`src/hw/rtl/lqs_pkg.sv`:
```
package lqs_pkg;

    // Field widths of the block's words.
    localparam int ADDR_W    = 16;
    localparam int RND_W     = 16;
    localparam int COUNT_W   = 8;
    localparam int WEIGHT_W  = 9;
    localparam int SLOT_W    = 2;
    localparam int CFG_IDX_W = 3;

    // A running weight sum covers up to thirty-one slots of weight 1.0.
    localparam int WSUM_W = 13;

    // Weight 1.0 in unsigned Q1.8.
    localparam logic [WEIGHT_W-1:0] WEIGHT_ONE = 9'd256;

    // Only the first few slots have a weight register.
    localparam int NUM_WEIGHT_REGS = 4;

    // Register indexes of the configuration port.
    localparam logic [CFG_IDX_W-1:0] REG_QUEUE_LIMIT = 3'd0;
    localparam logic [CFG_IDX_W-1:0] REG_WEIGHT0     = 3'd1;

    // Input word kinds.
    localparam logic FUNC_ENQ = 1'b0;
    localparam logic FUNC_DEQ = 1'b1;

    // Pass that a token performs as it walks the cell chain.
    typedef enum logic
    {
        MODE_SCAN,
        MODE_PICK
    } tok_mode_t;

    // Token handed from cell to cell, one cell per cycle.
    typedef struct packed
    {
        logic                valid;
        tok_mode_t           mode;
        logic                found;
        logic                free;
        logic [WSUM_W-1:0]   sum;
        logic [ADDR_W-1:0]   addr;
    } lqs_tok_t;

    // Commands broadcast from the controller to every cell.
    typedef struct packed
    {
        logic [ADDR_W-1:0]   addr;
        logic [WSUM_W-1:0]   r;
        logic                inc_sel;
        logic                bind_free;
        logic                dec_sel;
    } lqs_cmd_t;

    // Result word, accepted in the lowest bit.
    typedef struct packed
    {
        logic [ADDR_W-1:0]   granted_addr;
        logic [SLOT_W-1:0]   granted_slot;
        logic                granted;
        logic                table_full;
        logic                accepted;
    } lqs_res_t;

endpackage

```
`src/hw/rtl/lqs_cell.sv`:
```
module lqs_cell
    import lqs_pkg::*;
(
    input  logic                clk,
    input  logic                rst_n,
    input  lqs_tok_t            tok_in,
    input  lqs_cmd_t            cmd,
    input  logic [WEIGHT_W-1:0] weight,
    output lqs_tok_t            tok_out,
    output logic                sel
);

    logic                used_reg, used_next;
    logic [COUNT_W-1:0]  count_reg, count_next;
    logic [ADDR_W-1:0]   addr_reg, addr_next;
    logic                sel_reg, sel_next;
    logic                free_reg, free_next;
    lqs_tok_t            tok_reg, tok_next;

    logic [WEIGHT_W-1:0] w_eff;
    logic [WSUM_W-1:0]   sum_next;
    logic                match;
    logic                take;

    // An empty slot takes no part in the lottery.
    assign w_eff    = (count_reg != '0) ? weight : '0;
    assign sum_next = tok_in.sum + WSUM_W'(w_eff);
    assign match    = used_reg && (addr_reg == cmd.addr);
    assign take     = used_reg && !tok_in.found && (sum_next > cmd.r);

    // Token pass: update the carried flags and latch this slot's role.
    always_comb
    begin
        tok_next     = tok_in;
        tok_next.sum = sum_next;
        sel_next     = sel_reg;
        free_next    = free_reg;
        if (tok_in.valid)
        begin
            case (tok_in.mode)
                MODE_SCAN:
                begin
                    sel_next       = match && !tok_in.found;
                    free_next      = !used_reg && !tok_in.free;
                    tok_next.found = tok_in.found || match;
                    tok_next.free  = tok_in.free || !used_reg;
                end
                MODE_PICK:
                begin
                    sel_next       = take;
                    tok_next.found = tok_in.found || take;
                    if (take)
                    begin
                        tok_next.addr = addr_reg;
                    end
                end
                default:
                begin
                    sel_next = sel_reg;
                end
            endcase
        end
    end

    // Slot update on the controller's broadcast.
    always_comb
    begin
        used_next  = used_reg;
        count_next = count_reg;
        addr_next  = addr_reg;
        if (cmd.inc_sel && sel_reg)
        begin
            count_next = count_reg + 1'b1;
        end
        if (cmd.bind_free && free_reg)
        begin
            used_next  = 1'b1;
            addr_next  = cmd.addr;
            count_next = count_reg + 1'b1;
        end
        if (cmd.dec_sel && sel_reg)
        begin
            count_next = count_reg - 1'b1;
        end
    end

    always_ff @(posedge clk or negedge rst_n)
    begin
        if (!rst_n)
        begin
            used_reg  <= 1'b0;
            count_reg <= '0;
            sel_reg   <= 1'b0;
            free_reg  <= 1'b0;
            tok_reg   <= '0;
        end
        else
        begin
            used_reg  <= used_next;
            count_reg <= count_next;
            sel_reg   <= sel_next;
            free_reg  <= free_next;
            tok_reg   <= tok_next;
        end
    end

    // The bound address is read only once the slot is in use.
    always_ff @(posedge clk)
    begin
        addr_reg <= addr_next;
    end

    assign tok_out = tok_reg;
    assign sel     = sel_reg;

endmodule

```
`src/hw/rtl/lqs_ctrl.sv`:
```
module lqs_ctrl
    import lqs_pkg::*;
#(
    parameter int NUM_SLOTS = 4
)
(
    input  logic                 clk,
    input  logic                 rst_n,
    input  logic                 s_tvalid,
    output logic                 s_tready,
    input  logic [31:0]          s_tdata,
    input  logic                 s_tuser,
    output logic                 m_tvalid,
    input  logic                 m_tready,
    output lqs_res_t             m_res,
    input  logic [COUNT_W-1:0]   queue_limit,
    output lqs_tok_t             tok_first,
    input  lqs_tok_t             tok_last,
    input  logic [NUM_SLOTS-1:0] sel,
    output lqs_cmd_t             cmd
);

    localparam int IDX_W  = $clog2(NUM_SLOTS);
    localparam int PROD_W = RND_W + WSUM_W;

    typedef enum logic [2:0]
    {
        ST_IDLE,
        ST_SCAN,
        ST_MULT,
        ST_PICK,
        ST_DONE
    } state_t;

    state_t              state_reg, state_next;
    logic                func_reg, func_next;
    logic [ADDR_W-1:0]   addr_reg, addr_next;
    logic [RND_W-1:0]    rnd_reg, rnd_next;
    logic [WSUM_W-1:0]   wsum_reg, wsum_next;
    logic [WSUM_W-1:0]   r_reg, r_next;
    logic [COUNT_W-1:0]  total_reg, total_next;
    lqs_res_t            res_reg, res_next;
    lqs_res_t            out_reg, out_next;
    logic                out_valid_reg, out_valid_next;
    lqs_tok_t            inj_reg, inj_next;

    logic [PROD_W-1:0]   prod;
    logic [IDX_W-1:0]    idx;
    logic [IDX_W+1:0]    idx_ext;

    // Scaled draw: floor(rand_value * W / 65536).
    assign prod = PROD_W'(rnd_reg) * PROD_W'(wsum_reg);

    // Slot index of the single cell that won the draw.
    always_comb
    begin
        idx = '0;
        for (int i = 0; i < NUM_SLOTS; i++)
        begin
            if (sel[i])
            begin
                idx = idx | IDX_W'(i);
            end
        end
    end

    assign idx_ext = (IDX_W + 2)'(idx);

    // Sequencer for one word: limit or empty check, scan pass, then for a dequeue the draw and pick pass.
    always_comb
    begin
        state_next     = state_reg;
        func_next      = func_reg;
        addr_next      = addr_reg;
        rnd_next       = rnd_reg;
        wsum_next      = wsum_reg;
        r_next         = r_reg;
        total_next     = total_reg;
        res_next       = res_reg;
        out_next       = out_reg;
        out_valid_next = out_valid_reg && !m_tready;
        inj_next       = '0;
        cmd            = '0;
        cmd.addr       = addr_reg;
        cmd.r          = r_reg;

        unique case (state_reg)
            ST_IDLE:
            begin
                if (s_tvalid)
                begin
                    func_next = s_tuser;
                    addr_next = s_tdata[ADDR_W-1:0];
                    rnd_next  = s_tdata[ADDR_W+RND_W-1:ADDR_W];
                    res_next  = '0;
                    if ((s_tuser == FUNC_ENQ) && (total_reg >= queue_limit))
                    begin
                        state_next = ST_DONE;
                    end
                    else if ((s_tuser == FUNC_DEQ) && (total_reg == '0))
                    begin
                        state_next = ST_DONE;
                    end
                    else
                    begin
                        inj_next.valid = 1'b1;
                        inj_next.mode  = MODE_SCAN;
                        state_next     = ST_SCAN;
                    end
                end
            end
            ST_SCAN:
            begin
                if (tok_last.valid)
                begin
                    res_next = '0;
                    if (func_reg == FUNC_ENQ)
                    begin
                        state_next = ST_DONE;
                        if (tok_last.found)
                        begin
                            cmd.inc_sel       = 1'b1;
                            res_next.accepted = 1'b1;
                            total_next        = total_reg + 1'b1;
                        end
                        else if (tok_last.free)
                        begin
                            cmd.bind_free     = 1'b1;
                            res_next.accepted = 1'b1;
                            total_next        = total_reg + 1'b1;
                        end
                        else
                        begin
                            res_next.table_full = 1'b1;
                        end
                    end
                    else if (tok_last.sum == '0)
                    begin
                        state_next = ST_DONE;
                    end
                    else
                    begin
                        wsum_next  = tok_last.sum;
                        state_next = ST_MULT;
                    end
                end
            end
            ST_MULT:
            begin
                r_next         = prod[PROD_W-1:RND_W];
                inj_next.valid = 1'b1;
                inj_next.mode  = MODE_PICK;
                state_next     = ST_PICK;
            end
            ST_PICK:
            begin
                if (tok_last.valid)
                begin
                    res_next   = '0;
                    state_next = ST_DONE;
                    if (tok_last.found)
                    begin
                        cmd.dec_sel           = 1'b1;
                        total_next            = total_reg - 1'b1;
                        res_next.granted      = 1'b1;
                        res_next.granted_slot = idx_ext[SLOT_W-1:0];
                        res_next.granted_addr = tok_last.addr;
                    end
                end
            end
            ST_DONE:
            begin
                if (!out_valid_reg || m_tready)
                begin
                    out_next       = res_reg;
                    out_valid_next = 1'b1;
                    state_next     = ST_IDLE;
                end
            end
            default:
            begin
                state_next = ST_IDLE;
            end
        endcase
    end

    always_ff @(posedge clk or negedge rst_n)
    begin
        if (!rst_n)
        begin
            state_reg     <= ST_IDLE;
            func_reg      <= FUNC_ENQ;
            addr_reg      <= '0;
            rnd_reg       <= '0;
            wsum_reg      <= '0;
            r_reg         <= '0;
            total_reg     <= '0;
            res_reg       <= '0;
            out_reg       <= '0;
            out_valid_reg <= 1'b0;
            inj_reg       <= '0;
        end
        else
        begin
            state_reg     <= state_next;
            func_reg      <= func_next;
            addr_reg      <= addr_next;
            rnd_reg       <= rnd_next;
            wsum_reg      <= wsum_next;
            r_reg         <= r_next;
            total_reg     <= total_next;
            res_reg       <= res_next;
            out_reg       <= out_next;
            out_valid_reg <= out_valid_next;
            inj_reg       <= inj_next;
        end
    end

    assign s_tready  = (state_reg == ST_IDLE);
    assign m_tvalid  = out_valid_reg;
    assign m_res     = out_reg;
    assign tok_first = inj_reg;

endmodule

```
`src/hw/rtl/lottery_queue_scheduler.sv`:
```
// Paths to m_tvalid: an enqueue at the limit or a dequeue with nothing queued goes straight to the result,
// any other enqueue or a dequeue whose queued slots weigh zero takes the scan pass through every cell,
// and any other dequeue also takes the draw and then the pick pass through every cell.
// One word is in work at a time and the next is taken only once the result is loaded into the
// output register; a held result stalls.
// Reset (rst_n low, asynchronous) unbinds all slots, clears all counts and restores the registers.
module lottery_queue_scheduler
    import lqs_pkg::*;
#(
    parameter int NUM_SLOTS = 4
)
(
    input  logic                 clk,
    input  logic                 rst_n,
    input  logic                 s_tvalid,
    output logic                 s_tready,
    input  logic [31:0]          s_tdata,   // dest_addr[15:0], rand_value[31:16]
    input  logic                 s_tuser,   // func
    output logic                 m_tvalid,
    input  logic                 m_tready,
    output logic [23:0]          m_tdata,   // accepted[0], table_full[1], granted[2],
                                            // granted_slot[4:3], granted_addr[20:5]
    input  logic                 cfg_we,
    input  logic [CFG_IDX_W-1:0] cfg_index,
    input  logic [WEIGHT_W-1:0]  cfg_data
);

    logic [COUNT_W-1:0]  queue_limit_reg;
    logic [WEIGHT_W-1:0] weight_reg [NUM_WEIGHT_REGS];
    logic [WEIGHT_W-1:0] wclamp;

    lqs_tok_t            tok [NUM_SLOTS+1];
    lqs_cmd_t            cmd;
    logic [NUM_SLOTS-1:0] sel;
    lqs_res_t            res;

    // Weights above 1.0 are held at 1.0.
    assign wclamp = (cfg_data > WEIGHT_ONE) ? WEIGHT_ONE : cfg_data;

    // Configuration registers; unknown indexes are ignored.
    always_ff @(posedge clk or negedge rst_n)
    begin
        if (!rst_n)
        begin
            queue_limit_reg <= 8'd50;
            for (int i = 0; i < NUM_WEIGHT_REGS; i++)
            begin
                weight_reg[i] <= WEIGHT_ONE;
            end
        end
        else if (cfg_we)
        begin
            if (cfg_index == REG_QUEUE_LIMIT)
            begin
                queue_limit_reg <= cfg_data[COUNT_W-1:0];
            end
            for (int i = 0; i < NUM_WEIGHT_REGS; i++)
            begin
                if (cfg_index == REG_WEIGHT0 + CFG_IDX_W'(i))
                begin
                    weight_reg[i] <= wclamp;
                end
            end
        end
    end

    lqs_ctrl #(
        .NUM_SLOTS (NUM_SLOTS)
    ) u_ctrl (
        .clk         (clk),
        .rst_n       (rst_n),
        .s_tvalid    (s_tvalid),
        .s_tready    (s_tready),
        .s_tdata     (s_tdata),
        .s_tuser     (s_tuser),
        .m_tvalid    (m_tvalid),
        .m_tready    (m_tready),
        .m_res       (res),
        .queue_limit (queue_limit_reg),
        .tok_first   (tok[0]),
        .tok_last    (tok[NUM_SLOTS]),
        .sel         (sel),
        .cmd         (cmd)
    );

    // Chain of slot cells; slots past the weight registers weigh 1.0.
    for (genvar g = 0; g < NUM_SLOTS; g++)
    begin : g_cell
        logic [WEIGHT_W-1:0] w;

        if (g < NUM_WEIGHT_REGS)
        begin : g_wreg
            assign w = weight_reg[g];
        end
        else
        begin : g_wone
            assign w = WEIGHT_ONE;
        end

        lqs_cell u_cell (
            .clk     (clk),
            .rst_n   (rst_n),
            .tok_in  (tok[g]),
            .cmd     (cmd),
            .weight  (w),
            .tok_out (tok[g+1]),
            .sel     (sel[g])
        );
    end

    assign m_tdata = {3'b000, res};

endmodule

```
`config.mk`:
```
export PLATFORM = sky130hd
export DESIGN_NAME = lottery_queue_scheduler
export DESIGN_NICKNAME = d
export VERILOG_FILES = /design/src/hw/rtl/lqs_pkg.sv /design/src/hw/rtl/lqs_cell.sv /design/src/hw/rtl/lqs_ctrl.sv /design/src/hw/rtl/lottery_queue_scheduler.sv
export SDC_FILE = /design/constraint.sdc
export NUM_CORES = 1
export LEC_CHECK = 0
export ABC_AREA = 1
export BUFFER_PORTS_ARGS = -buffer_cell sky130_fd_sc_hd__buf_2
export CAP_MARGIN = 20
export CORE_UTILIZATION = 50
export CTS_CLUSTER_DIAMETER = 100
export DETAILED_ROUTE_END_ITERATION = 6
export PLACE_DENSITY_LB_ADDON = 0.25
export SETUP_SLACK_MARGIN = 0.4
export SKIP_CTS_REPAIR_TIMING = 1
export SLEW_MARGIN = 10
export SYNTH_ARGS = -nofsm -noshare
export SYNTH_HDL_FRONTEND = slang
export SYNTH_SLANG_ARGS = --single-unit
```
`constraint.sdc`:
```
create_clock -name clk -period 7.05 [get_ports clk]
set_clock_uncertainty 0.05 [all_clocks]
set_input_delay 0.3525 -clock clk [delete_from_list [all_inputs] [get_ports clk]]
set_output_delay 0.3525 -clock clk [all_outputs]
set_load 0.1 [all_outputs]
```
==> results of run 1 <==
-- logic make-up (layout without fill, tap and decap cells) --
logic type,Yosys count,after routing
and+or+nand+nor,1029,1029
muxes,20,20
other,1,3
adders and majority gates,336,336
buffers and inverters,682,792
DFF,387,387
xor gates and xnor gates,80,80
AOI/OAI and AO/OA,390,390
-- power by group through the flow --
stage / clock [mW] / sequential [mW] / combinational (mW)
2_1_floorplan: 0 / 3.03 / 3.26
3_3_place_gp: 0 / 3.42 / 4.14
3_5_place_dp: 0 / 3.43 / 4.23
4_1_cts: 2.48 / 3.40 / 4.30
5_1_grt: 2.57 / 3.47 / 4.91
6_report: 2.43 / 3.40 / 4.29
-- through the flow --
step / cell area (µm²) / worst slack, ns / hold WS, ns
after floorplan: 25300 / 2.07 / 0.00691
after global placement: 26200 / 1.74 / 0.337
after detailed placement: 26200 / 1.70 / 0.350
after CTS: 27800 / 1.69 / -0.275
after global routing: 28100 / 1.18 / 0.00601
final: 28100 / 1.65 / -0.0214
-- cells in the final DEF (no fill, tap or decap), types with 24 or more instances in the layout --
cell type      synthesis  routed
dlygate4sd3_1          0      31
o22ai_1               24      24
nand3_1               74      74
dfrtp_1              316     316
buf_2                 11      71
nand2_1              684     683
fa_1                 148     148
ha_1                 188     188
nor3_1                34      33
o21ai_0              182     182
clkbuf_16              0      45
edfxtp_1              64      64
nor2_1               155     155
nand4_1               50      50
a21oi_1              115     115
inv_1                592     592
xor2_1                60      60
-- path summary, 6_finish.rpt --
path                                              start                       endpoint  slack (ns)  cells after the start
max in group asynchronous                         rst_n  g_cell[1].u_cell.count_reg[6]        5.40                      3
hold / removal                               s_tdata[9]             u_ctrl.addr_reg[9]       -0.02                      3
min in group asynchronous                         rst_n              u_ctrl.rnd_reg[5]        0.25                      2
hold reg to reg            g_cell[1].u_cell.tok_out[31]   g_cell[2].u_cell.tok_out[31]        0.37                      0
setup reg to reg                     u_ctrl.wsum_reg[6]               u_ctrl.r_reg[10]        1.65                     21
setup / recovery                     u_ctrl.wsum_reg[6]               u_ctrl.r_reg[10]        1.65                     21
-- cell type report --
cell class                      count  area, µm²
Fill cell                        4379      21300
Multi-Input combinational cell   1858      12700
Sequential cell                   387      10000
Inverter                          597       2240
Clock buffer                       61       1220
Tap cell                          664        831
Timing Repair Buffer              113        768
Clock inverter                     21        328
-- routing by layer --
metal / wire [µm] / GRT usage / part of all wire
met2: 27700 / 0.389 / 0.46
met3: 3380 / 0.0386 / 0.056
met1: 27900 / 0.350 / 0.46
met4: 1760 / 0.0763 / 0.029
met5: 0 / 0 / 0
-- worst register-to-register path, stage by stage, from the launching register on --
cell and delay, ns:
dfrtp_1 0.86, nand2_1 0.20, fa_1 0.56, fa_1 0.52, inv_1 0.05, fa_1 0.46
fa_1 0.54, inv_1 0.05, fa_1 0.58, inv_1 0.06, ha_1 0.33, nand2_1 0.08
nor2_1 0.18, inv_1 0.12, nor3_1 0.14, nand2_1 0.07, nand2_1 0.13, nand2_1 0.09
nand2_1 0.06, nand2_1 0.04, nand3_1 0.06, nand2_1 0.05
==> summary.txt, run 1 <==
Run status
  • Status: finished with violations
  • Failing checks: negative hold slack

Clock tree
  • H-tree depth: 2
  • # clock sinks: 387
  • Skew-Pair Late Insertion Delay: 0.59 ns
  • Number of CTS-inserted buffers: 44
  • CTS tree: yes
  • Clk slew on worst S/H paths: 0.06 ns
  • Clock Tree Buf Depth: 3
  • Root Driver: clkbuf_16

Floorplanning
  • Initial core utilization: 0.512
  • Ports: 76
  • # rows: 81
  • Core ar.: 49,400 µm²
  • DIE AREA: 51,400 µm²
  • Die W: 227 µm
  • Die height: 227 µm

Timing
  • RSZ-0062 raised after global routing: no
  • Crit share post-route: 0.766
  • Rel. slew slack: 0.302
  • Fmax: 0.185 GHz
  • Hold Fails Final Rpt: 3
  • Final worst path period need: 5.40 ns
  • Final setup viols: 0
  • Fin Setup TNS: 0 ns
  • Hold_ws: -0.0214 ns
  • Final slew viol count: 0
  • Worst slew pin tran: 1.04 ns

Final layout
  • Max reg flops: 121
  • Non-filler cells in the finished layout: 3,701
  • Share of post-route cells with drive strength above 1: 0.0668
  • Antenna cells: 0
  • Net count, final: 3,387
  • Area added between synthesis and finish: 11.1%
  • Utilization after layout: 0.569

Hold path
  • Hold Crit Class: in2reg

Worst setup path
  • Crit Path Max Fanout: 17
  • CP endpoint kind: flop
  • Critical path class: reg2reg
  • Worst path cell trace: nand2_1, fa_1, fa_1, inv_1, fa_1, fa_1, inv_1, fa_1, inv_1, ha_1, nand2_1, nor2_1, inv_1, nor3_1, nand2_1, nand2_1, nand2_1, nand2_1, nand2_1, nand3_1, nand2_1
  • Slowest cell delay on critical path: 0.86 ns
  • CP required: 7.49 ns
  • CP most frequent cell: nand2_1
  • Cell family with most CP delay: adder cells
  • Worst Path Arrival: 5.84 ns
  • Worst setup SP type: flop
  • Bufs and invs on worst path: 4
  • Slowest-stage cell, CP: dfrtp_1

Global routing
  • All-layer global routing usage: 0.247
  • Initial antenna violation count: 0
  • GR Overflow Total: 0
  • Number of global-route vias before repair: 19,300
  • Largest net degree at the start of global routing: 148
  • First-pass GRT wire length: 99.7 mm

Pwr
  • Sequential power share: 0.336
  • Sw Ratio: 0.437
  • Clock share of power: 0.240
  • VDD IR max: 0.000231 V
  • Total chip power: 10.1 mW
  • Psw: 4.42 mW
  • Pwr dens: 361 nW/µm²
  • Combinational fraction of design power: 0.424
  • Leakage Power: 15.0 nW
  • Int Pwr: 5.70 mW

Yosys
  • FFs w/ async S/R, synth: 0.835
  • Xor/xnor share of the synthesized area: 0.0277
  • Post-synthesis cell count: 2,925
  • Mapped Area: 25,300 µm²
  • Mux cell area share after synthesis: 0.00892
  • Complex-gate fraction of the synthesized area: 0.0850
  • Mapped Avg Cell Area: 8.63 µm²
  • Synth top area share: 0.313
  • Biggest area consumer among synthesized cells: dfrtp_1
  • Post-synth EDFFs: 64
  • Simple-Gate Fraction of Synth Area: 0.169
  • Top post-synthesis cells by count: nand2_1 (684), inv_1 (592), dfrtp_1 (316), ha_1 (188), o21ai_0 (182)
  • #FFs+latches synth: 387
  • Post-Synth Adder-Cell Area: 0.210
  • Largest cells by area after synthesis: dfrtp_1 (31%), fa_1 (12%), nand2_1 (10%)
  • Sequential area share after synthesis: 0.396
  • Largest family of logic cells by synthesized area: adder cells
  • Ys Warns: 0
  • Unique masters post-synth: 49
  • Main synth FF type: dfrtp_1
  • Dominant cell by count in the synthesized netlist: nand2_1

Routing
  • WL/cell: 16.4 µm
  • Total routed wirelength: 60.8 mm
  • Detailed Routing Iterations Pass 1: 6
  • Starting DRT DRC Count: 1,207
  • Via density: 5.22
  • Vias: 19,300
  • Post-route DRC violation count: 0
  • Post-route ant nets: 0

Placed design
  • Dpl hpwl: 45.9 mm
  • Routability cong.: 0.906
  • Post-Place Cells: 3,588
  • PortBufs: 72

Run
  • Max cap viols: 0
No activity file was read; power rests on OpenSTA's default activity.
==> run 2, diff against run 1 <==
==> constraint.sdc (replaced) <==
create_clock -name clk -period 4.45 [get_ports clk]
set_clock_uncertainty 0.05 [all_clocks]
set_input_delay 0.2225 -clock clk [delete_from_list [all_inputs] [get_ports clk]]
set_output_delay 0.2225 -clock clk [all_outputs]
set_load 0.1 [all_outputs]
==> run 2 against run 1 <==
Net effect: the run ends with negative hold slack, negative setup slack left; maximum frequency grew 10%; via count up 6.3%; die area did not move; combinational power increased by 130%; register-to-register slack got worse by 2.1 ns; non-clock buffer count grew 206; hold slack improved by 0.0042 ns; clock power increased by 62%; critical path depth down 1; wire length up 9.8%; largest cell class unchanged.
==> summary.txt, run 2 (synthesis gave the netlist of run 1 again) <==
Worst setup path
  • Worst reg-to-reg path cell count: 20 (-4.8%)
  • R2R Path End: u_ctrl.r_reg[2]
  • CP required: 4.87 ns (-2.62 ns)
  • Worst setup path endpoint: u_ctrl.r_reg[2]
  • Worst reg2reg startpoint: u_ctrl.wsum_reg[3]
  • Worst setup SP type: flop
  • Worst path cell trace: buf_4, nand2_1, inv_1, fa_1, inv_1, fa_1, inv_1, fa_1, fa_1, inv_1, fa_1, inv_1, ha_4, a21oi_4, o21ai_1, a21oi_1, nand2_2, buf_4, xnor2_1, o21ai_1
  • CP endpoint kind: flop
  • Slowest cell delay on critical path: 0.54 ns (-0.32 ns)
  • Critical path class: reg2reg
  • Crit Path Max Fanout: 5 (-12)
  • Worst Path Arrival: 5.32 ns (-0.52 ns)
  • Slowest-stage cell, CP: fa_1
  • R2R Setup Slk: -0.45 ns (-2.10 ns)
  • Setup crit start: u_ctrl.wsum_reg[3]

Timing
  • Worst slew pin tran: 0.913 ns (-0.130 ns)
  • Crit share post-route: 1.10 (+0.335)
  • Rel. slew slack: 0.391 (+0.0888)
  • Final setup viols: 13 (+13)
  • Fmax: 0.204 GHz (+10%)
  • Hold_ws: -0.0172 ns (+0.00421 ns)
  • Final worst path period need: 4.90 ns (-0.502 ns)
  • Hold Fails Final Rpt: 1 (-2)
  • RSZ-0062 raised after global routing: yes
  • Worst setup margin: -0.451 ns (-2.10 ns)
  • Fin Setup TNS: -4.54 ns (-4.54 ns)
  • Final slew viol count: 0 (unchanged)

Floorplanning
  • DIE AREA: 51,400 µm² (unchanged)
  • Die W: 227 µm (unchanged)
  • Core ar.: 49,400 µm² (unchanged)
  • # rows: 81 (unchanged)
  • Die height: 227 µm (unchanged)
  • Ports: 76 (unchanged)
  • Initial core utilization: 0.512 (unchanged)

Run status
  • Failing checks: negative hold slack, negative setup slack
  • Status: finished with violations

Clock tree
  • H-tree depth: 2 (unchanged)
  • Skew-Pair Late Insertion Delay: 0.60 ns (about the same)
  • Clock Tree Buf Depth: 3 (unchanged)
  • Root Driver: clkbuf_16
  • Clk slew on worst S/H paths: 0.07 ns (about the same)
  • Number of CTS-inserted buffers: 43 (-2.3%)
  • # clock sinks: 387 (unchanged)
  • CTS tree: yes

Final layout
  • Net count, final: 3,594 (+6.1%)
  • Non-filler cells in the finished layout: 3,907 (+5.6%)
  • Antenna cells: 0 (unchanged)
  • Max reg flops: 121 (unchanged)
  • Commonest non-fill, non-tap cell in the layout: nand2_1
  • Utilization after layout: 0.634 (+0.0656)
  • Most frequent cells in the layout: nand2_1 (602), inv_1 (561), dfrtp_1 (298), buf_4 (164), ha_1 (156)
  • # fillers: 3,956 (-9.7%)
  • Multi-input logic area: 14,000 µm² (+11%)
  • Share of post-route cells with drive strength above 1: 0.207 (+0.140)
  • Final Instance Area: 31,300 µm² (+12%)
  • Register area: 10,000 µm² (+0.22%)
  • Area added between synthesis and finish: 24.0%

Global routing
  • First-pass GRT wire length: 102 mm (+2.2%)
  • Initial antenna violation count: 0 (unchanged)
  • All-layer global routing usage: 0.251 (+0.00401)
  • GR Overflow Total: 0 (unchanged)
  • Number of global-route vias before repair: 20,200 (+4.9%)
  • Largest net degree at the start of global routing: 108 (-27%)

Placed design
  • Post-Place Cells: 3,705 (+3.3%)
  • Routability cong.: 0.932 (+2.9%)
  • Dpl hpwl: 48.1 mm (+4.7%)
  • PortBufs: 72 (unchanged)
  • Placed cell area: 27,400 µm² (+4.7%)
  • Pre-CTS setup slack: -0.461 ns (-2.16 ns)

Routing
  • Total routed wirelength: 66.7 mm (+9.8%)
  • Post-route DRC violation count: 0 (unchanged)
  • Vias: 20,500 (+6.3%)
  • Via density: 5.26 (+0.68%)
  • Detailed Routing Iterations Pass 1: 5 (-1)
  • WL/cell: 17.1 µm (+4.0%)
  • Starting DRT DRC Count: 1,650 (+37%)
  • Post-route ant nets: 0 (unchanged)

Pwr
  • VDD IR max: 0.000441 V (+91%)
  • Total chip power: 18.9 mW (+87%)
  • Pwr dens: 604 nW/µm² (+67%)
  • Leakage Power: 16.3 nW (+8.7%)

Hold path
  • Hold Crit Class: in2reg
  • Worst hold stages: 4 (+1)

Run
  • Max cap viols: 0 (unchanged)
-- run 2: cell types whose count changed in the layout (fill, tap and decap cells not counted), moves of 19 or more --
cell,change
o21ai_0,-37
a21oi_2,+19
nand2_2,+50
inv_1,-31
a21oi_1,-22
inv_2,+31
nand2_4,+31
ha_4,+27
o21ai_2,+21
buf_4,+155
nor2_1,-27
nand2_1,-81
ha_1,-32
-- run 2: power breakdown --
part           total, mW  internal [mW]  switching, mW  leakage [nW]
clock network       3.94           2.38           1.55         0.757
logic               9.81           4.10           5.71          10.7
registers           5.15           4.30          0.847          4.85
total               18.9           10.8           8.11          16.3
-- run 2: how the worst min path moves through the flow --
stage / start / end / slack, ns
2_1_floorplan: rst_n / g_cell[0].u_cell.count_reg[0] / -0.12
3_3_place_gp: rst_n / u_ctrl.rnd_reg[5] / 0.27
3_5_place_dp: rst_n / u_ctrl.rnd_reg[5] / 0.28
4_1_cts: rst_n / u_ctrl.rnd_reg[5] / -0.35
5_1_grt: cfg_index[1] / g_cell[0].w[8] / 0.02
6_report: cfg_index[1] / g_cell[0].w[8] / -0.02
-- run 2: layout make-up --
class                      count  share of cell area
multi-input combinational   1860               0.447
sequential                   387               0.321
timing repair buffer         319              0.0845
inverter                     597              0.0716
clock buffer                  56              0.0369
tap                          664              0.0265
clock inverter                24              0.0126
-- run 2: worst max-delay path: cells and delay by family (launching register included) --
kind	cells	cell delay, ns
compound gates	4	0.49
xor+xnor	1	0.15
simple gates	2	0.18
flops	1	0.46
buf+inv	7	0.61
fa+ha+maj	6	2.82
-- run 2: layer usage --
layer  wire, µm  share of wire  track usage  up-vias
met3       3480          0.052       0.0377      143
li1           -              -            -     9751
met2      32900           0.49        0.420      596
met1      28500           0.43        0.338    10000
met5          0              0            0        -
met4       1800          0.027       0.0693        0
